$ cat src/hdl/assert_macros.svh
// Assertion macros, included by csgim_div_cell.
// Each check is sampled on the rising edge of i_clk and is off while reset is low.
`ifndef ASSERT_MACROS_SVH
`define ASSERT_MACROS_SVH

// Immediate-style property on the current edge.
`define ASSERT_NOW(label, prop, msg) \
    label: assert property (@(posedge i_clk) disable iff (!i_rst_n) (prop)) \
        else $error(msg);

// Consequent checked on the following edge.
`define ASSERT_NEXT(label, ante, cons, msg) \
    label: assert property (@(posedge i_clk) disable iff (!i_rst_n) (ante) |=> (cons)) \
        else $error(msg);

`endif

$ cat src/hdl/csgim_pkg.sv
// ----------------------------------------------------------------------------
// csgim_pkg
// Shared types, constants and helpers of the cube grid index map.
// ----------------------------------------------------------------------------
package csgim_pkg;

    localparam int MAX_DIM   = 256;
    localparam int DIM_W     = 9;
    localparam int CRD_W     = 8;
    localparam int IDX_W     = 24;
    localparam int DIV_W     = 10;
    localparam int PROD_W    = 18;
    localparam int CFG_IDX_W = 3;

    // Configuration register indexes.
    localparam logic [CFG_IDX_W-1:0] CFG_GRID_X        = 3'd0;
    localparam logic [CFG_IDX_W-1:0] CFG_GRID_Y        = 3'd1;
    localparam logic [CFG_IDX_W-1:0] CFG_GRID_Z        = 3'd2;
    localparam logic [CFG_IDX_W-1:0] CFG_SPLIT_FACES   = 3'd3;
    localparam logic [CFG_IDX_W-1:0] CFG_KEEP_INTERIOR = 3'd4;

    // Face codes.
    localparam logic [2:0] FACE_AUTO = 3'd0;
    localparam logic [2:0] FACE_X0   = 3'd1;
    localparam logic [2:0] FACE_X1   = 3'd2;
    localparam logic [2:0] FACE_Y0   = 3'd3;
    localparam logic [2:0] FACE_Y1   = 3'd4;
    localparam logic [2:0] FACE_Z0   = 3'd5;
    localparam logic [2:0] FACE_Z1   = 3'd6;

    // Point layouts.
    localparam logic [1:0] LAYOUT_SPLIT = 2'd0;
    localparam logic [1:0] LAYOUT_SURF  = 2'd1;
    localparam logic [1:0] LAYOUT_FULL  = 2'd2;

    // Sub-block selection for decoding.
    localparam logic [1:0] SEL_A = 2'd0;
    localparam logic [1:0] SEL_B = 2'd1;
    localparam logic [1:0] SEL_C = 2'd2;

    typedef struct packed {
        logic             mode;
        logic [CRD_W-1:0] coord_x;
        logic [CRD_W-1:0] coord_y;
        logic [CRD_W-1:0] coord_z;
        logic [2:0]       face;
        logic [IDX_W-1:0] point_index;
    } t_item;

    typedef struct packed {
        logic [DIM_W-1:0] grid_x;
        logic [DIM_W-1:0] grid_y;
        logic [DIM_W-1:0] grid_z;
        logic             split_faces;
        logic             keep_interior;
    } t_cfg;

    typedef struct packed {
        logic             mode;
        logic [1:0]       layout;
        logic [IDX_W-1:0] idx;
        logic [DIM_W-1:0] nx;
        logic [DIM_W-1:0] ny;
        logic [DIM_W-1:0] nz;
        logic [1:0]       sel;
        logic             hi;
        logic [IDX_W-1:0] q1;
        logic [DIV_W-1:0] r1;
    } t_ctx;

    typedef struct packed {
        logic             valid;
        logic [IDX_W-1:0] num;
        logic [DIV_W-1:0] rem;
        logic [DIV_W-1:0] div;
        t_ctx             ctx;
    } t_div_stage;

    // Effective grid size: zero acts as one, large values saturate.
    function automatic logic [DIM_W-1:0] eff_dim(input logic [DIM_W-1:0] v);
        logic [DIM_W-1:0] r;
        if (v == '0) begin
            r = DIM_W'(1);
        end else if (v > DIM_W'(MAX_DIM)) begin
            r = DIM_W'(MAX_DIM);
        end else begin
            r = v;
        end
        return r;
    endfunction

endpackage

$ cat src/hdl/csgim_div_cell.sv
// ----------------------------------------------------------------------------
// csgim_div_cell
// One restoring division step: takes the top dividend bit into the
// remainder and shifts one quotient bit into the low end.
// ----------------------------------------------------------------------------
`include "assert_macros.svh"

module csgim_div_cell import csgim_pkg::*; (
    input  logic       i_clk,
    input  logic       i_rst_n,
    input  logic       i_en,
    input  t_div_stage i_stage,
    output t_div_stage o_stage
);

    logic [DIV_W:0]   n_trial;
    logic             n_ge;
    logic [DIV_W-1:0] n_rem;
    logic [DIV_W:0]   n_diff;
    t_div_stage       r_stage;

    // Compare the shifted remainder with the divisor.
    always_comb begin
        n_trial = {i_stage.rem, i_stage.num[IDX_W-1]};
        n_diff  = n_trial - {1'b0, i_stage.div};
        n_ge    = (n_trial >= {1'b0, i_stage.div});
        n_rem   = n_ge ? n_diff[DIV_W-1:0] : n_trial[DIV_W-1:0];
    end

    always_ff @(posedge i_clk) begin
        if (!i_rst_n) begin
            r_stage.valid <= 1'b0;
        end else if (i_en) begin
            r_stage.valid <= i_stage.valid;
            r_stage.num   <= {i_stage.num[IDX_W-2:0], n_ge};
            r_stage.rem   <= n_rem;
            r_stage.div   <= i_stage.div;
            r_stage.ctx   <= i_stage.ctx;
        end
    end

    assign o_stage = r_stage;

    `ASSERT_NOW(a_rem_below_div, !r_stage.valid || (r_stage.rem < r_stage.div), "remainder not below divisor")
    `ASSERT_NOW(a_div_nonzero, !r_stage.valid || (r_stage.div != '0), "zero divisor in chain")
    `ASSERT_NEXT(a_hold_on_stall, !i_en, $stable(r_stage.num) && $stable(r_stage.rem), "cell moved while stalled")

endmodule

$ cat src/hdl/csgim_div_chain.sv
// ----------------------------------------------------------------------------
// csgim_div_chain
// Row of division cells, one per dividend bit; an item enters every cycle in which i_en is high.
// ----------------------------------------------------------------------------
module csgim_div_chain import csgim_pkg::*; (
    input  logic       i_clk,
    input  logic       i_rst_n,
    input  logic       i_en,
    input  t_div_stage i_head,
    output t_div_stage o_tail
);

    t_div_stage w_stage [0:IDX_W];

    assign w_stage[0] = i_head;

    // Each cell hands its partial quotient and remainder to the next.
    for (genvar k = 0; k < IDX_W; k++) begin : g_cell
        csgim_div_cell u_cell (
            .i_clk   (i_clk),
            .i_rst_n (i_rst_n),
            .i_en    (i_en),
            .i_stage (w_stage[k]),
            .o_stage (w_stage[k+1])
        );
    end

    assign o_tail = w_stage[IDX_W];

endmodule

$ cat config.mk
export PLATFORM = sky130hd
export DESIGN_NAME = csgim_div_chain
export DESIGN_NICKNAME = d
export VERILOG_FILES = /design/src/hdl/csgim_pkg.sv /design/src/hdl/csgim_div_cell.sv /design/src/hdl/csgim_div_chain.sv
export VERILOG_INCLUDE_DIRS = /design/src /design/src/hdl
export SDC_FILE = /design/constraint.sdc
export NUM_CORES = 2
export LEC_CHECK = 0
export BUFFER_PORTS_ARGS = -buffer_cell sky130_fd_sc_hd__clkbuf_2
export CAP_MARGIN = 20
export CORE_AREA = 3 3 481 483
export CTS_BUF_LIST = sky130_fd_sc_hd__clkbuf_2
export CTS_CLUSTER_SIZE = 16
export DETAILED_ROUTE_END_ITERATION = 8
export DIE_AREA = 0 0 484 486
export PLACE_DENSITY = 0.67
export SLEW_MARGIN = 20
export SYNTH_ARGS = -nofsm -noshare
export SYNTH_HDL_FRONTEND = slang
export SYNTH_HIERARCHICAL = 1
export SYNTH_SLANG_ARGS = --single-unit
$ cat constraint.sdc
create_clock -name i_clk -period 4.7 [get_ports i_clk]
set_input_delay 0 -clock i_clk [delete_from_list [all_inputs] [get_ports i_clk]]
set_output_delay 0 -clock i_clk [all_outputs]
set_load 0.01 [all_outputs]
* Word level (Yosys, flattened, before mapping)
Cells that the tools add are included.
** Word-level totals
- Register bits :: 3264
- Input port bits :: 139
- Word-level logic and storage cells :: 409
** Cells by class
- Add/sub/neg operators :: 24
- Order comparisons :: 24
- Muxes and demuxes :: 24
- Reduce and logical (&&, ||, !) cells :: 1
** Operator list (count)
- $ge 11x10->1 :: 24
- $mux 10 :: 24
- $sub 10x10->10 :: 24
- $reduce_and 2->1 :: 1

* Logic depth before layout (Yosys ltp)
- Depth after elaboration :: 2
- Depth in mapped cells :: 9

* By module
Netlist, hierarchy kept.
** Modules (own cells, without submodules)
- csgim_div_cell (g_cell[14].u_cell ...) :: times used 14, cells each 214, area an instance 4719.5 um^2, seq. area each 4073.9 um^2
- csgim_div_cell (g_cell[0].u_cell ...) :: times used 10, cells each 228, area an instance 4765.8 um^2, seq. area each 4073.9 um^2

* Worst setup path before layout
Ideal clock, no wire load.
- Path kind :: input to register
- From :: input i_en
- To :: register g_cell[0].u_cell.r_stage, in the netlist g_cell[0].u_cell/o_stage[0] (enable)
- Setup time :: 0.510 ns
- Arrival time :: 3.089 ns
- Data required time :: 4.190 ns
- Slack :: 1.101 ns
- Stages :: 1
- Cell sequence :: and2_1
** On the way
- Cells in the longest elaborated chain, start to end :: 1
** RTL lines
- from (decl) :: RTL line csgim_div_chain.sv:8 : input logic i_en,
- $reduce_and 2->1 (no line)
- to (decl) :: RTL line csgim_div_cell.sv:20 : t_div_stage r_stage;
No other way between the ends.
A chain may end at the register's enable or synchronous reset.

* Worst setup path in the final report
- From :: input i_head[100] in the netlist's numbering
- To :: register g_cell[0].u_cell.r_stage, in the netlist g_cell[0].u_cell/o_stage[104] (data pin)
** On the way
- Cells in the longest elaborated chain, start to end :: 2
** RTL lines
- from (decl) :: RTL line csgim_div_chain.sv:9 : input t_div_stage i_head,
- $ge 11x10->1 :: RTL line csgim_div_cell.sv:26 : n_ge = (n_trial >= {1'b0, i_stage.div});
- $mux 10 :: RTL line csgim_div_cell.sv:27 : n_rem = n_ge ? n_diff[DIV_W-1:0] : n_trial[DIV_W-1:0];
- via g_cell[0].u_cell.n_rem[3] :: RTL line csgim_div_cell.sv:18 : logic [DIV_W-1:0] n_rem;
The timed path passes the listed nets, and every way through them passes these cells.

==> impl_metrics.ini <==
[drt]
vias = 49800
wl_per_cell_um = 17.0
drt_first_iter_violations = 3062
wl_mm = 178
detail_route.vias_per_cell = 4.76
ant_nets = 0
drcViolationCount = 0
dr.pass1.iters = 5

[worst_setup_path]
timing.reg2reg.worst_path_depth = 8
worstPathRequired_ns = 6.16
path_class = in -> reg
critPathCaptureType = flop
crit_arrival_ns = 5.16
startpoint_type = input port
timing.critical_path.fanout_max = 7

[placement]
dpl.hpwl_mm = 108
place.gp.congestion = 0.852
port-buffer-count = 274
numPlacedInstances = 8615

[yosys]
synth_commonest_cells = edfxtp_1 (3240), inv_1 (348), ha_1 (240)
post_synth_main_area_contributors = edfxtp_1 (86%), ha_1 (2.6%), mux2_4 (2.1%)
synth_fp_nets = 5679
syn-cell-area_um2 = 114000
distinct_cells_synth = 49
postSynthAreaPerCell_um2 = 21.6
ys_seq_area_share_pct = 86.0
synth_edf_count = 3240
post_synthesis_register_bit_count = 3264
yosysTopAreaCellShare_pct = 85.5
ys_dominant_reg_cell = edfxtp_1
async_flop_share_pct = 0
synthDominantAreaCellType = edfxtp_1
synth-warning-count = 6
synthMostInstantiatedCell = edfxtp_1
syn_inst = 5276

[timing]
layout_min_cycle_time_ns = 3.69
layout_worst_path_cycle_share_pct = 78.6
max_freq_mhz = 271
slew_viol_final = 0
setup_skew_after_layout_ns = 0.111
setup-tns-final_ns = 0
tightest_slew_ns = 1.10
slew_headroom_pct = 26.5
timing.final.setup_violations = 0
count_of_endpoints_failing_hold_in_the_final_timing_report = 0
grt_setup_unrepaired = false

[cts]
cts-buffers-inserted = 751
cts_root_buffer = clkbuf_2
cts_tree = built
numClockSinks = 3264
cts-root-to-sink-buffers = 4
cts_htree_levels = 6
clkSlewWorstSetupHoldPaths_ns = 0.10
worstSkewPairLatency_ns = 1.75

[global_routing]
first_pass_grt_wire_length_mm = 284
grtUsageTotal_pct = 15.2
gr-max-usage-layer = met2
gr-total-overflow = 0
first_global_vias = 53200
grt_use_met3_pct = 3.95
gr-usage-met2_pct = 24.7
met1_usage_pct = 19.2
grt_max_degree = 99
initial_antenna_violation_count = 5

[pwr]
p_comb_share_pct = 7.3
pwr-share-seq_pct = 61.7
report.power.total_mw = 54.8
share_clk_of_total_power_pct = 30.9
cellInternalPower_mw = 42.2
netSwitchingFraction_pct = 23.0
peak_vdd_ir_v = 0.000295
power_density_nw_per_um2 = 416
cellLeakagePower_nw = 47.9
netSwitchingPower_mw = 12.6

[finish]
post_route_cells_drive_above_1_share_pct = 24.7
fin_cells = 10500
flow.area_growth_from_synthesis_pct = 15.9
layout_net_count = 7316
number_of_flip_flops_under_the_largest_register_name = 3264

[hold_path]
hold_path.class = reg -> reg
min_path_cells = 0

[outcome]
status = complete, no violations

[die]
chipWidth_um = 484
floorplan.die.height_um = 486
die_area_um2 = 235000
io_pins = 275
floorplan.initialDensity_pct = 50.0
core_region_area_um2 = 227000
num_rows = 175

[run]
total_of_max_cap_violations = 0
-- critical path, cell delays in order --
cell and delay (ns):
dlygate4sd3_1 0.56, dlygate4sd3_1 0.59, dlygate4sd3_1 0.58, clkbuf_2 0.10, dlygate4sd3_1 0.58, inv_1 0.10, ha_1 0.19, or2_2 0.16
nor2_1 0.04, dlygate4sd3_1 0.57, a31oi_1 0.50, buf_4 0.31, mux2_4 0.31, dlygate4sd3_1 0.56
-- final cells by class --
cell class / count / area, um2
Sequential cell: 3264 / 97800
Fill cell: 16700 / 95500
Multi-Input combinational cell: 1630 / 14500
Timing Repair Buffer: 904 / 7800
Clock buffer: 1131 / 5660
Tap cell: 3009 / 3760
Inverter: 362 / 1390
Clock inverter: 150 / 887
Antenna cell: 12 / 30.0
-- routing by layer --
| layer | vias to the layer above | wire, um | share of wire [%] |
|---|---|---|---|
| met2 | 1327 | 86400 | 49 |
| met1 | 23700 | 76800 | 43 |
| met3 | 428 | 8580 | 4.8 |
| met5 | - | 13 | 0.0073 |
| li1 | 24300 | - | - |
| met4 | 2 | 6060 | 3.4 |
-- final timing paths --
kind,endpoint,startpoint,slack (ns)
hold reg to reg,g_cell[17].u_cell/o_stage[128],g_cell[16].u_cell/o_stage[127],0.32
setup reg to reg,g_cell[12].u_cell/o_stage[102],g_cell[11].u_cell/o_stage[96],1.81
setup / recovery,g_cell[0].u_cell/o_stage[104],i_head[100],1.01
hold / removal,g_cell[17].u_cell/o_stage[128],g_cell[16].u_cell/o_stage[127],0.32
-- repair_timing --
action,4_1_cts,5_1_grt
gates resized for setup,0,0
hold endpoints to repair,3399,0
hold buffers,554,0
setup buffers,0,0
-- stage by stage --
stage               setup WS, ns  util, %  instance area (um2)  hold slack [ns]
finish                      1.01     58.0               132000            0.324
global route                1.26     58.0               132000            0.259
CTS                         1.66     58.0               132000            0.163
detailed placement          1.94     52.6               120000            0.179
global placement            2.01     52.6               120000            0.177
floorplan                   1.10        -               114000           0.0989
-- cell usage in the layout (no fill, tap or decap), types with 20 or more instances in the layout --
cell	n
xor2_1	58
inv_1	348
nor2b_1	38
buf_12	25
a221oi_1	24
clkbuf_2	1405
buf_4	52
fa_1	24
and2_4	24
mux2_4	158
xnor2_1	90
nor4_1	28
nand3_1	44
o21ai_0	38
a211oi_1	24
dfxtp_1	24
nor3_1	20
edfxtp_1	3240
o211ai_1	24
nor2_1	102
nand4_1	20
a31oi_1	20
nand2_1	90
a21oi_1	150
clkinv_1	113
ha_1	240
dlygate4sd3_1	553
nand2b_1	44
a21o_1	28
mux2i_1	78
a21oi_2	20
-- kinds of logic after synthesis --
kind of cell,Yosys count,share of synthesized area [%]
xor+xnor,148,1.14
fa+ha+maj,264,3.06
mux,250,2.91
buf+inv,382,1.37
compound gates,486,3.28
simple gates,482,2.26
flops,3264,86.0
-- power by group through the flow --
stage / Combinational [mW] / Sequential [mW] / Clock, mW
after floorplan: 2.71 / 34.5 / 0
after global placement: 3.53 / 34.5 / 0
after detailed placement: 3.60 / 34.5 / 0
after CTS: 3.99 / 33.9 / 17.8
after global routing: 4.39 / 34.0 / 19.4
final: 4.03 / 33.9 / 16.9
No activity file was read; power rests on OpenSTA's default activity.
