### config.mk
export PLATFORM = sky130hd
export DESIGN_NAME = csgim_front
export DESIGN_NICKNAME = d
export VERILOG_FILES = /design/src/hdl/assert_macros.svh /design/src/hdl/csgim_pkg.sv /design/src/hdl/csgim_front.sv
export SDC_FILE = /design/constraint.sdc
export NUM_CORES = 2
export LEC_CHECK = 0
export BUFFER_PORTS_ARGS = -buffer_cell sky130_fd_sc_hd__buf_2
export CORE_MARGIN = 3
export CORE_UTILIZATION = 36
export DETAILED_ROUTE_END_ITERATION = 10
export PLACE_DENSITY = 0.62
export SYNTH_ARGS = -nofsm -noshare
export SYNTH_HDL_FRONTEND = slang
export SYNTH_SLANG_ARGS = --single-unit
### constraint.sdc
create_clock -name i_clk -period 27.5 [get_ports i_clk]
set_input_delay 1.375 -clock i_clk [delete_from_list [all_inputs] [get_ports i_clk]]
set_output_delay 1.375 -clock i_clk [all_outputs]
set_load 0.02 [all_outputs]
### src/hdl/assert_macros.svh
// Assertion macros, included by csgim_div_cell.
// Each check is sampled on the rising edge of i_clk and is off while reset is low.
`ifndef ASSERT_MACROS_SVH
`define ASSERT_MACROS_SVH

// Immediate-style property on the current edge.
`define ASSERT_NOW(label, prop, msg) \
    label: assert property (@(posedge i_clk) disable iff (!i_rst_n) (prop)) \
        else $error(msg);

// Consequent checked on the following edge.
`define ASSERT_NEXT(label, ante, cons, msg) \
    label: assert property (@(posedge i_clk) disable iff (!i_rst_n) (ante) |=> (cons)) \
        else $error(msg);

`endif

### src/hdl/csgim_pkg.sv
// ----------------------------------------------------------------------------
// csgim_pkg
// Shared types, constants and helpers of the cube grid index map.
// ----------------------------------------------------------------------------
package csgim_pkg;

    localparam int MAX_DIM   = 256;
    localparam int DIM_W     = 9;
    localparam int CRD_W     = 8;
    localparam int IDX_W     = 24;
    localparam int DIV_W     = 10;
    localparam int PROD_W    = 18;
    localparam int CFG_IDX_W = 3;

    // Configuration register indexes.
    localparam logic [CFG_IDX_W-1:0] CFG_GRID_X        = 3'd0;
    localparam logic [CFG_IDX_W-1:0] CFG_GRID_Y        = 3'd1;
    localparam logic [CFG_IDX_W-1:0] CFG_GRID_Z        = 3'd2;
    localparam logic [CFG_IDX_W-1:0] CFG_SPLIT_FACES   = 3'd3;
    localparam logic [CFG_IDX_W-1:0] CFG_KEEP_INTERIOR = 3'd4;

    // Face codes.
    localparam logic [2:0] FACE_AUTO = 3'd0;
    localparam logic [2:0] FACE_X0   = 3'd1;
    localparam logic [2:0] FACE_X1   = 3'd2;
    localparam logic [2:0] FACE_Y0   = 3'd3;
    localparam logic [2:0] FACE_Y1   = 3'd4;
    localparam logic [2:0] FACE_Z0   = 3'd5;
    localparam logic [2:0] FACE_Z1   = 3'd6;

    // Point layouts.
    localparam logic [1:0] LAYOUT_SPLIT = 2'd0;
    localparam logic [1:0] LAYOUT_SURF  = 2'd1;
    localparam logic [1:0] LAYOUT_FULL  = 2'd2;

    // Sub-block selection for decoding.
    localparam logic [1:0] SEL_A = 2'd0;
    localparam logic [1:0] SEL_B = 2'd1;
    localparam logic [1:0] SEL_C = 2'd2;

    typedef struct packed {
        logic             mode;
        logic [CRD_W-1:0] coord_x;
        logic [CRD_W-1:0] coord_y;
        logic [CRD_W-1:0] coord_z;
        logic [2:0]       face;
        logic [IDX_W-1:0] point_index;
    } t_item;

    typedef struct packed {
        logic [DIM_W-1:0] grid_x;
        logic [DIM_W-1:0] grid_y;
        logic [DIM_W-1:0] grid_z;
        logic             split_faces;
        logic             keep_interior;
    } t_cfg;

    typedef struct packed {
        logic             mode;
        logic [1:0]       layout;
        logic [IDX_W-1:0] idx;
        logic [DIM_W-1:0] nx;
        logic [DIM_W-1:0] ny;
        logic [DIM_W-1:0] nz;
        logic [1:0]       sel;
        logic             hi;
        logic [IDX_W-1:0] q1;
        logic [DIV_W-1:0] r1;
    } t_ctx;

    typedef struct packed {
        logic             valid;
        logic [IDX_W-1:0] num;
        logic [DIV_W-1:0] rem;
        logic [DIV_W-1:0] div;
        t_ctx             ctx;
    } t_div_stage;

    // Effective grid size: zero acts as one, large values saturate.
    function automatic logic [DIM_W-1:0] eff_dim(input logic [DIM_W-1:0] v);
        logic [DIM_W-1:0] r;
        if (v == '0) begin
            r = DIM_W'(1);
        end else if (v > DIM_W'(MAX_DIM)) begin
            r = DIM_W'(MAX_DIM);
        end else begin
            r = v;
        end
        return r;
    endfunction

endpackage

### src/hdl/csgim_front.sv
// ----------------------------------------------------------------------------
// csgim_front
// Four-stage front end: grid products, coordinate encoding and the
// sub-block selection that prepares the dividend for the divider chain.
// ----------------------------------------------------------------------------
module csgim_front import csgim_pkg::*; (
    input  logic       i_clk,
    input  logic       i_rst_n,
    input  logic       i_en,
    input  logic       i_valid,
    input  t_item      i_item,
    input  t_cfg       i_cfg,
    output t_div_stage o_stage
);

    // Stage 1: effective sizes and layout.
    logic             r1_valid;
    t_item            r1_item;
    logic [DIM_W-1:0] r1_nx, r1_ny, r1_nz;
    logic [1:0]       r1_layout;
    logic [DIM_W-1:0] n_nx, n_ny, n_nz;
    logic [1:0]       n_layout;

    always_comb begin
        n_nx = eff_dim(i_cfg.grid_x);
        n_ny = eff_dim(i_cfg.grid_y);
        n_nz = eff_dim(i_cfg.grid_z);
        if (i_cfg.split_faces) begin
            n_layout = LAYOUT_SPLIT;
        end else if (!i_cfg.keep_interior && n_nx > DIM_W'(1) && n_ny > DIM_W'(1)
                     && n_nz > DIM_W'(1)) begin
            n_layout = LAYOUT_SURF;
        end else begin
            n_layout = LAYOUT_FULL;
        end
    end

    always_ff @(posedge i_clk) begin
        if (!i_rst_n) begin
            r1_valid <= 1'b0;
        end else if (i_en) begin
            r1_valid  <= i_valid;
            r1_item   <= i_item;
            r1_nx     <= n_nx;
            r1_ny     <= n_ny;
            r1_nz     <= n_nz;
            r1_layout <= n_layout;
        end
    end

    // Stage 2: face area products and single coordinate products.
    logic              r2_valid;
    t_item             r2_item;
    logic [DIM_W-1:0]  r2_nx, r2_ny, r2_nz;
    logic [1:0]        r2_layout;
    logic [PROD_W-1:0] r2_pxy, r2_pyz, r2_pxz, r2_mnyz, r2_mnxz, r2_mnxy;

    always_ff @(posedge i_clk) begin
        if (!i_rst_n) begin
            r2_valid <= 1'b0;
        end else if (i_en) begin
            r2_valid  <= r1_valid;
            r2_item   <= r1_item;
            r2_nx     <= r1_nx;
            r2_ny     <= r1_ny;
            r2_nz     <= r1_nz;
            r2_layout <= r1_layout;
            r2_pxy    <= PROD_W'(r1_nx * r1_ny);
            r2_pyz    <= PROD_W'(r1_ny * r1_nz);
            r2_pxz    <= PROD_W'(r1_nx * r1_nz);
            r2_mnyz   <= PROD_W'(r1_ny * r1_item.coord_z);
            r2_mnxz   <= PROD_W'(r1_nx * r1_item.coord_z);
            r2_mnxy   <= PROD_W'(r1_nx * r1_item.coord_y);
        end
    end

    // Stage 3: second products, face resolution and decode selection.
    logic              r3_valid;
    t_item             r3_item;
    logic [DIM_W-1:0]  r3_nx, r3_ny, r3_nz;
    logic [1:0]        r3_layout;
    logic [PROD_W-1:0] r3_pxy, r3_pyz, r3_pxz, r3_mnxz, r3_mnxy, r3_mnyz;
    logic [IDX_W-1:0]  r3_full;
    logic [PROD_W-1:0] r3_ring_term;
    logic [2:0]        r3_face;
    logic [IDX_W-1:0]  r3_num;
    logic [DIV_W-1:0]  r3_div;
    logic [1:0]        r3_sel;
    logic              r3_hi;

    logic [DIV_W-1:0]  n_ring2;
    logic [CRD_W-1:0]  n_zm1;
    logic [2:0]        n_face;
    logic [IDX_W-1:0]  n_num, n_i1, n_i2, n_half, n_ii, n_pyz, n_pxz, n_pxy;
    logic [DIV_W-1:0]  n_div;
    logic [1:0]        n_sel;
    logic              n_hi;

    always_comb begin
        n_ring2 = DIV_W'({r2_nx, 1'b0}) + DIV_W'({r2_ny, 1'b0}) - DIV_W'(4);
        n_zm1   = r2_item.coord_z - CRD_W'(1);

        // Automatic face picks the first boundary face that matches.
        n_face = r2_item.face;
        if (r2_item.face == FACE_AUTO) begin
            if (r2_item.coord_x == '0) begin
                n_face = FACE_X0;
            end else if ({1'b0, r2_item.coord_x} == r2_nx - DIM_W'(1)) begin
                n_face = FACE_X1;
            end else if (r2_item.coord_y == '0) begin
                n_face = FACE_Y0;
            end else if ({1'b0, r2_item.coord_y} == r2_ny - DIM_W'(1)) begin
                n_face = FACE_Y1;
            end else if (r2_item.coord_z == '0) begin
                n_face = FACE_Z0;
            end else if ({1'b0, r2_item.coord_z} == r2_nz - DIM_W'(1)) begin
                n_face = FACE_Z1;
            end
        end

        // Select the sub-block and the dividend of the first division.
        n_ii   = r2_item.point_index;
        n_pyz  = IDX_W'(r2_pyz);
        n_pxz  = IDX_W'(r2_pxz);
        n_pxy  = IDX_W'(r2_pxy);
        n_half = n_pyz + n_pxz + n_pxy;
        n_hi   = 1'b0;
        n_i1   = n_ii;
        n_i2   = n_ii;
        n_num  = n_ii;
        n_div  = DIV_W'(r2_nx);
        n_sel  = SEL_A;
        unique case (r2_layout)
            LAYOUT_SPLIT: begin
                n_hi = (n_ii >= n_half);
                n_i1 = n_hi ? (n_ii - n_half) : n_ii;
                n_i2 = n_i1 - n_pyz;
                if (n_i1 < n_pyz) begin
                    n_sel = SEL_A;
                    n_num = n_i1;
                    n_div = DIV_W'(r2_ny);
                end else if (n_i2 < n_pxz) begin
                    n_sel = SEL_B;
                    n_num = n_i2;
                end else begin
                    n_sel = SEL_C;
                    n_num = n_i2 - n_pxz;
                end
            end
            LAYOUT_SURF: begin
                if (n_ii < n_pxy) begin
                    n_sel = SEL_A;
                end else if (n_ii < {n_pxy[IDX_W-2:0], 1'b0}) begin
                    n_sel = SEL_B;
                    n_num = n_ii - n_pxy;
                end else begin
                    n_sel = SEL_C;
                    n_num = n_ii - {n_pxy[IDX_W-2:0], 1'b0};
                    n_div = n_ring2;
                end
            end
            default: begin
                n_sel = SEL_A;
            end
        endcase
    end

    always_ff @(posedge i_clk) begin
        if (!i_rst_n) begin
            r3_valid <= 1'b0;
        end else if (i_en) begin
            r3_valid     <= r2_valid;
            r3_item      <= r2_item;
            r3_nx        <= r2_nx;
            r3_ny        <= r2_ny;
            r3_nz        <= r2_nz;
            r3_layout    <= r2_layout;
            r3_pxy       <= r2_pxy;
            r3_pyz       <= r2_pyz;
            r3_pxz       <= r2_pxz;
            r3_mnxz      <= r2_mnxz;
            r3_mnxy      <= r2_mnxy;
            r3_mnyz      <= r2_mnyz;
            r3_full      <= IDX_W'(r2_nx * (r2_mnyz + PROD_W'(r2_item.coord_y)));
            r3_ring_term <= PROD_W'(n_ring2 * n_zm1);
            r3_face      <= n_face;
            r3_num       <= n_num;
            r3_div       <= n_div;
            r3_sel       <= n_sel;
            r3_hi        <= n_hi;
        end
    end

    // Stage 4: final encode sum and divider chain entry.
    logic [IDX_W-1:0] e_x, e_y, e_nx, e_ny, e_pxy, e_pyz, e_pxz;
    logic [IDX_W-1:0] e_mnxz, e_mnxy, e_mnyz, e_base, e_idx;
    t_div_stage       r4_stage;

    always_comb begin
        e_x    = IDX_W'(r3_item.coord_x);
        e_y    = IDX_W'(r3_item.coord_y);
        e_nx   = IDX_W'(r3_nx);
        e_ny   = IDX_W'(r3_ny);
        e_pxy  = IDX_W'(r3_pxy);
        e_pyz  = IDX_W'(r3_pyz);
        e_pxz  = IDX_W'(r3_pxz);
        e_mnxz = IDX_W'(r3_mnxz);
        e_mnxy = IDX_W'(r3_mnxy);
        e_mnyz = IDX_W'(r3_mnyz);
        e_base = {e_pxy[IDX_W-2:0], 1'b0} + IDX_W'(r3_ring_term);
        e_idx  = '0;
        unique case (r3_layout)
            LAYOUT_SPLIT: begin
                unique case (r3_face)
                    FACE_X0: e_idx = e_y + e_mnyz;
                    FACE_X1: e_idx = e_pyz + e_pxz + e_pxy + e_y + e_mnyz;
                    FACE_Y0: e_idx = e_pyz + e_x + e_mnxz;
                    FACE_Y1: e_idx = {e_pyz[IDX_W-2:0], 1'b0} + e_pxz + e_pxy + e_x + e_mnxz;
                    FACE_Z0: e_idx = e_pyz + e_pxz + e_x + e_mnxy;
                    FACE_Z1: e_idx = {e_pyz[IDX_W-2:0], 1'b0} + {e_pxz[IDX_W-2:0], 1'b0}
                                     + e_pxy + e_x + e_mnxy;
                    default: e_idx = '0;
                endcase
            end
            LAYOUT_SURF: begin
                priority if (r3_item.coord_z == '0) begin
                    e_idx = e_x + e_mnxy;
                end else if ({1'b0, r3_item.coord_z} == r3_nz - DIM_W'(1)) begin
                    e_idx = e_x + e_mnxy + e_pxy;
                end else if (r3_item.coord_y == '0) begin
                    e_idx = e_base + e_x;
                end else if ({1'b0, r3_item.coord_y} == r3_ny - DIM_W'(1)) begin
                    e_idx = e_base + e_x + e_nx;
                end else if (r3_item.coord_x == '0) begin
                    e_idx = e_base + {e_nx[IDX_W-2:0], 1'b0} + e_y - IDX_W'(1);
                end else begin
                    e_idx = e_base + {e_nx[IDX_W-2:0], 1'b0} + e_ny + e_y - IDX_W'(3);
                end
            end
            default: begin
                e_idx = e_x + r3_full;
            end
        endcase
    end

    always_ff @(posedge i_clk) begin
        if (!i_rst_n) begin
            r4_stage.valid <= 1'b0;
        end else if (i_en) begin
            r4_stage.valid      <= r3_valid;
            r4_stage.num        <= r3_num;
            r4_stage.rem        <= '0;
            r4_stage.div        <= r3_div;
            r4_stage.ctx.mode   <= r3_item.mode;
            r4_stage.ctx.layout <= r3_layout;
            r4_stage.ctx.idx    <= e_idx;
            r4_stage.ctx.nx     <= r3_nx;
            r4_stage.ctx.ny     <= r3_ny;
            r4_stage.ctx.nz     <= r3_nz;
            r4_stage.ctx.sel    <= r3_sel;
            r4_stage.ctx.hi     <= r3_hi;
            r4_stage.ctx.q1     <= '0;
            r4_stage.ctx.r1     <= '0;
        end
    end

    assign o_stage = r4_stage;

endmodule

Yosys cells after proc, flatten, opt, wreduce, memory -nomap -nowiden
Cells that the tools add are included.

Memories: 0. Bits in latches: 0. Memory bits (read-only): 0. Word-level logic and storage cells: 191. Bits in writable memories: 0. Output and inout bits: 136. Register bits after elaboration: 603. Bits of input ports: 85.

Muxes and demuxes: 36. Equality and inequality tests: 13. Add/subtract/negate cells: 45. Div/mod/pow operators: 0. Bitwise logic cells: 0. Multipliers: 8. Reduce and logical (&&, ||, !) cells: 17. $lt $le $gt $ge: 11. Shifts and indexed selects: 0.

Operator list (number): two-way mux 24 bit (10); case mux 24 bit (6 select lines) (1); case mux 24 bit (2 select lines) (2); < comparator 24 x 18 -> 1 bit (3); subtractor 24 x 18 -> 24 bit (3); two-way mux 9 bit (7); adder 19 x 18 -> 20 bit (3); adder 18 x 18 -> 19 bit (3); multiplier 9 x 9 -> 18 bit (3); multiplier 9 x 8 -> 17 bit (3); adder 24 x 8 -> 24 bit (2); zero test 8 bit (6); adder 22 x 17 -> 23 bit (2); == test 8 x 9 -> 1 bit (5); subtractor 9 x 1 -> 9 bit (second input constant) (5); adder 21 x 8 -> 22 bit (2); adder 21 x 9 -> 22 bit (2); adder 20 x 18 -> 21 bit (2); adder 8 x 17 -> 18 bit (2); greater-than comparator 9 x 1 -> 1 bit (second input constant) (3); greater-than comparator 9 bit (second input constant) (3); zero test 9 bit (3); adder 24 x 17 -> 24 bit (1); adder 24 x 18 -> 24 bit (1); other kinds (35) (53).

Longest topological paths before layout
Word-level depth: 11. Gate-level depth with buffers: 52. Depth with buffers taken out: 47.

Least setup slack after synthesis
Ideal clock, no wire load.

Path kind: input to register. From: input i_en. To: register r3_item, in the netlist e_x[0] (enable). Data required time: 26.461 ns. Stages on the path: 2. Setup time: 1.039 ns. Buffers on the path: 1. Path slack: 11.392 ns. Data arrival time: 15.069 ns. Cell sequence: clkbuf_1 -> and2_1.

Cells in the longest elaborated chain, start to end: 1.

Ends and longest elaborated chain: start, declared (RTL line csgim_front.sv:9) `input logic i_en,`; AND reduction 2 bit (no line); end signal, assigned (RTL line csgim_front.sv:173) `r3_item <= r2_item;`; end, declared (RTL line csgim_front.sv:79) `t_item r3_item;`.

No other way between the ends. A chain may end at the register's enable or synchronous reset.

Worst setup path in the final report
From: register r2_pxy[1]. To: register r3_num[4], data pin.

Cells in the longest elaborated chain, start to end: 8. Elaborated cells on any way between the ends: 17. Those cells by class: add/sub: 6; order compare: 5; mux: 6.

Ends and longest elaborated chain: start, declared (RTL line csgim_front.sv:56) `logic [PROD_W-1:0] r2_pxy, r2_pyz, r2_pxz, r2_mnyz, r2_mnxz, r2_mnxy;`; start signal, assigned (RTL line csgim_front.sv:68) `r2_pxy <= PROD_W'(r1_nx * r1_ny);`; adder 19 x 18 -> 20 bit (RTL line csgim_front.sv:126) `n_half = n_pyz + n_pxz + n_pxy;`; subtractor 24 x 20 -> 24 bit or >= comparator 24 x 20 -> 1 bit (tied branches) (RTL line csgim_front.sv:136, csgim_front.sv:135); two-way mux 24 bit (RTL line csgim_front.sv:136) `n_i1 = n_hi ? (n_ii - n_half) : n_ii;`; subtractor 24 x 18 -> 24 bit (RTL line csgim_front.sv:137) `n_i2 = n_i1 - n_pyz;`; subtractor 24 x 18 -> 24 bit or < comparator 24 x 18 -> 1 bit (tied branches) (RTL line csgim_front.sv:147, csgim_front.sv:142); two-way mux 24 bit (RTL line csgim_front.sv:142) `end else if (n_i2 < n_pxz) begin`; two-way mux 24 bit (RTL line csgim_front.sv:138) `if (n_i1 < n_pyz) begin`; case mux 24 bit (2 select lines) (*) (RTL line csgim_front.sv:133) `unique case (r2_layout)`; net n_num[4] (RTL line csgim_front.sv:94) `logic [IDX_W-1:0] n_num, n_i1, n_i2, n_half, n_ii, n_pyz, n_pxz, n_pxy;`; end signal, assigned (RTL line csgim_front.sv:187) `r3_num <= n_num;`; end, declared (RTL line csgim_front.sv:86) `logic [IDX_W-1:0] r3_num;`.

The timed path passes the listed nets; every way through them passes the cells marked *.

==> summary.txt <==
Worst path most repeated cell: a21oi_1
IO Pins: 221
First-pass GRT wire length: 320.0 mm
Crit path max fanout: 35
Layout Nets: 8411
Share of layout cells above drive strength 1: 6.035%
DR pass1 iterations: 5
Post CTS Setup Buffer Count: 0
Worst-margin pin slew: 1.241 ns
Final hold violation count: 0
Flops & latches, synth: 602
Clock Latency Late Sink: 0.73 ns
CTS H-Tree Depth: 3
Vias: 50950
Fillers: 17800
Post-cts hold buffer count: 0
Slowest-stage cell, CP: fa_1
Chip Height: 434.8 um
Cell with the most instances after synthesis: inv_1
Tcrit/Tclk final: 42.70%
Cell area after synthesis: 66200 sq um
Final Wtd Congestion: 0.9586
Ys Warns: 0
Core area: 181700 sq um
Max Slew Vio Count: 0
Detail Route Antenna Nets: 0
CTS Root Cell: clkbuf_16
CTS buffer count: 73
RSZ-0062 raised after global routing: no
Post-synth top cells: inv_1 (948), ha_1 (748), nand2_1 (684), fa_1 (611), edfxtp_1 (598)
Primary FF master, synth: edfxtp_1
Top-area cell type share of the netlist area: 27.12%
F_max: 85.16 MHz
Crit end category: register
Largest net degree at the start of global routing: 154
DR WL/cell: 22.34 um
CTS Sinks: 602
Cell family with most CP delay: compound AO/OA/AOI/OAI gates
Fraction of registers with async set/reset: 0%
Number of global-route vias before repair: 51440
Die Wd: 434.8 um
Max-cap violations: 0
WP data required: 27.93 ns
Startpoint Class: register
Starting Density: 36.43%
CP Buf/Inv Count: 4
Overflow after GRT: 0
Die area: 189100 sq um
Sequential share of the synthesized area: 27.24%
Crit path time final: 11.74 ns
Hpwl dp: 169.1 mm
HP Class: reg2reg
DR iter-0 viols: 4250
EDFF count, synth: 598
Vias/cell: 5.374
Outcome: complete, no violations
Clock-pin slew on the worst setup and hold paths: 0.07 ns
CTS tree: done
Total track usage: 22.22%
Synth area leaders: edfxtp_1 (27%), fa_1 (18%), ha_1 (14%)
WL final: 211.8 mm
Syn-to-layout area delta: 9.582%
Yosys cell types: 90
CP Data Arrival Time: 12.17 ns
Post-CTS Resized: 0
Leading area contributor after synthesis: edfxtp_1
Max Buffers Root-to-Sink: 3
# setup viols final: 0
Row cnt: 156
Final setup skew: 0.05398 ns
IO buf count: 176
Mapped Avg Cell Area: 9.732 sq um
Max_slew headroom: 16.99%
DRC: 0
Mapped Cells: 6803
Initial antenna violation count: 13
Worst Path Class, Setup: reg2reg
Post-route setup TNS: 0 ns
Max stage delay on crit path: 0.56 ns
==> placed cells by master (no fill, tap or decap), types with 40 or more instances in the layout <==
cell type / n
o21bai_1: 55
nor2b_1: 86
conb_1: 48
nor4_1: 42
nor3_1: 117
edfxtp_1: 598
a21oi_1: 328
o21ai_0: 274
clkbuf_16: 74
inv_1: 948
a21o_1: 132
a31oi_1: 40
nand2b_1: 70
nand3_1: 83
and3_1: 50
fa_1: 611
ha_1: 748
buf_4: 82
o211ai_1: 44
and2_1: 311
xor2_1: 164
nand2_1: 684
xnor2_1: 317
buf_2: 176
nor2_1: 313
a211oi_1: 54
o21a_1: 40
==> per-layer routing <==
layer  global-route usage, %  wire length [um]  up-vias
met5                       0                22        -
met4                   7.937              7636        4
met3                   2.493             11780      297
met2                   36.92             99110     1532
met1                   29.94             93250    25660
li1                        -                 -    23460
==> flip-flops by register name, summed over array words and instances, names as in the netlist, 24 cells and up <==
register  count
n_ii         24
r1_item      52
r3_full      24
r3_num       24
o_stage      92
r2_item      28
==> path summary, 6_finish.rpt <==
| check | to | from | cells after the start | slack, ns |
|---|---|---|---|---|
| hold / removal | n_ii[16]$_DFFE_PP_ | r1_item[16]$_DFFE_PP_ | 0 | 0.41 |
| hold reg to reg | n_ii[16]$_DFFE_PP_ | r1_item[16]$_DFFE_PP_ | 0 | 0.41 |
| setup / recovery | r3_num[4]$_DFFE_PP_ | r2_pxy[1]$_DFFE_PP_ | 48 | 15.76 |
| setup reg to reg | r3_num[4]$_DFFE_PP_ | r2_pxy[1]$_DFFE_PP_ | 48 | 15.76 |
==> metrics by stage <==
stage	utilization [%]	hold slack [ns]	instance area [sq um]	setup WS, ns	instances
final	39.92	0.4053	72550	15.76	9481
after detailed placement	38.52	0.4045	70000	16.05	9341
after CTS	39.92	0.4031	72530	15.95	9475
after global placement	38.52	0.4015	70000	15.98	9341
after floorplan	-	0.4003	66380	11.39	6849
after global routing	39.92	0.4203	72540	14.96	9476
==> kinds of logic after synthesis <==
| group | after synthesis | synth area share, % |
|---|---|---|
| fa+ha+maj | 1359 | 32.61 |
| flops | 602 | 27.24 |
| simple gates | 1895 | 13.92 |
| xor+xnor | 482 | 6.377 |
| compound gates | 1267 | 12.48 |
| mux | 32 | 0.4895 |
| other cells | 2 | 0.01134 |
| buf+inv | 1164 | 6.874 |
==> final cells by class <==
cell class / count / area (sq um) / share of cell area [%]
Antenna cell: 6 / 15.01 / 0.02070
Clock buffer: 87 / 1901 / 2.620
Clock inverter: 47 / 635.6 / 0.8761
Inverter: 948 / 3558 / 4.905
Multi-Input combinational cell: 5083 / 43820 / 60.40
Sequential cell: 602 / 18040 / 24.86
Tap cell: 2449 / 3064 / 4.224
Timing Repair Buffer: 259 / 1516 / 2.090
Power is not shown: default switching activity piles up to over one toggle a cycle in this logic, so the estimate is an artifact.
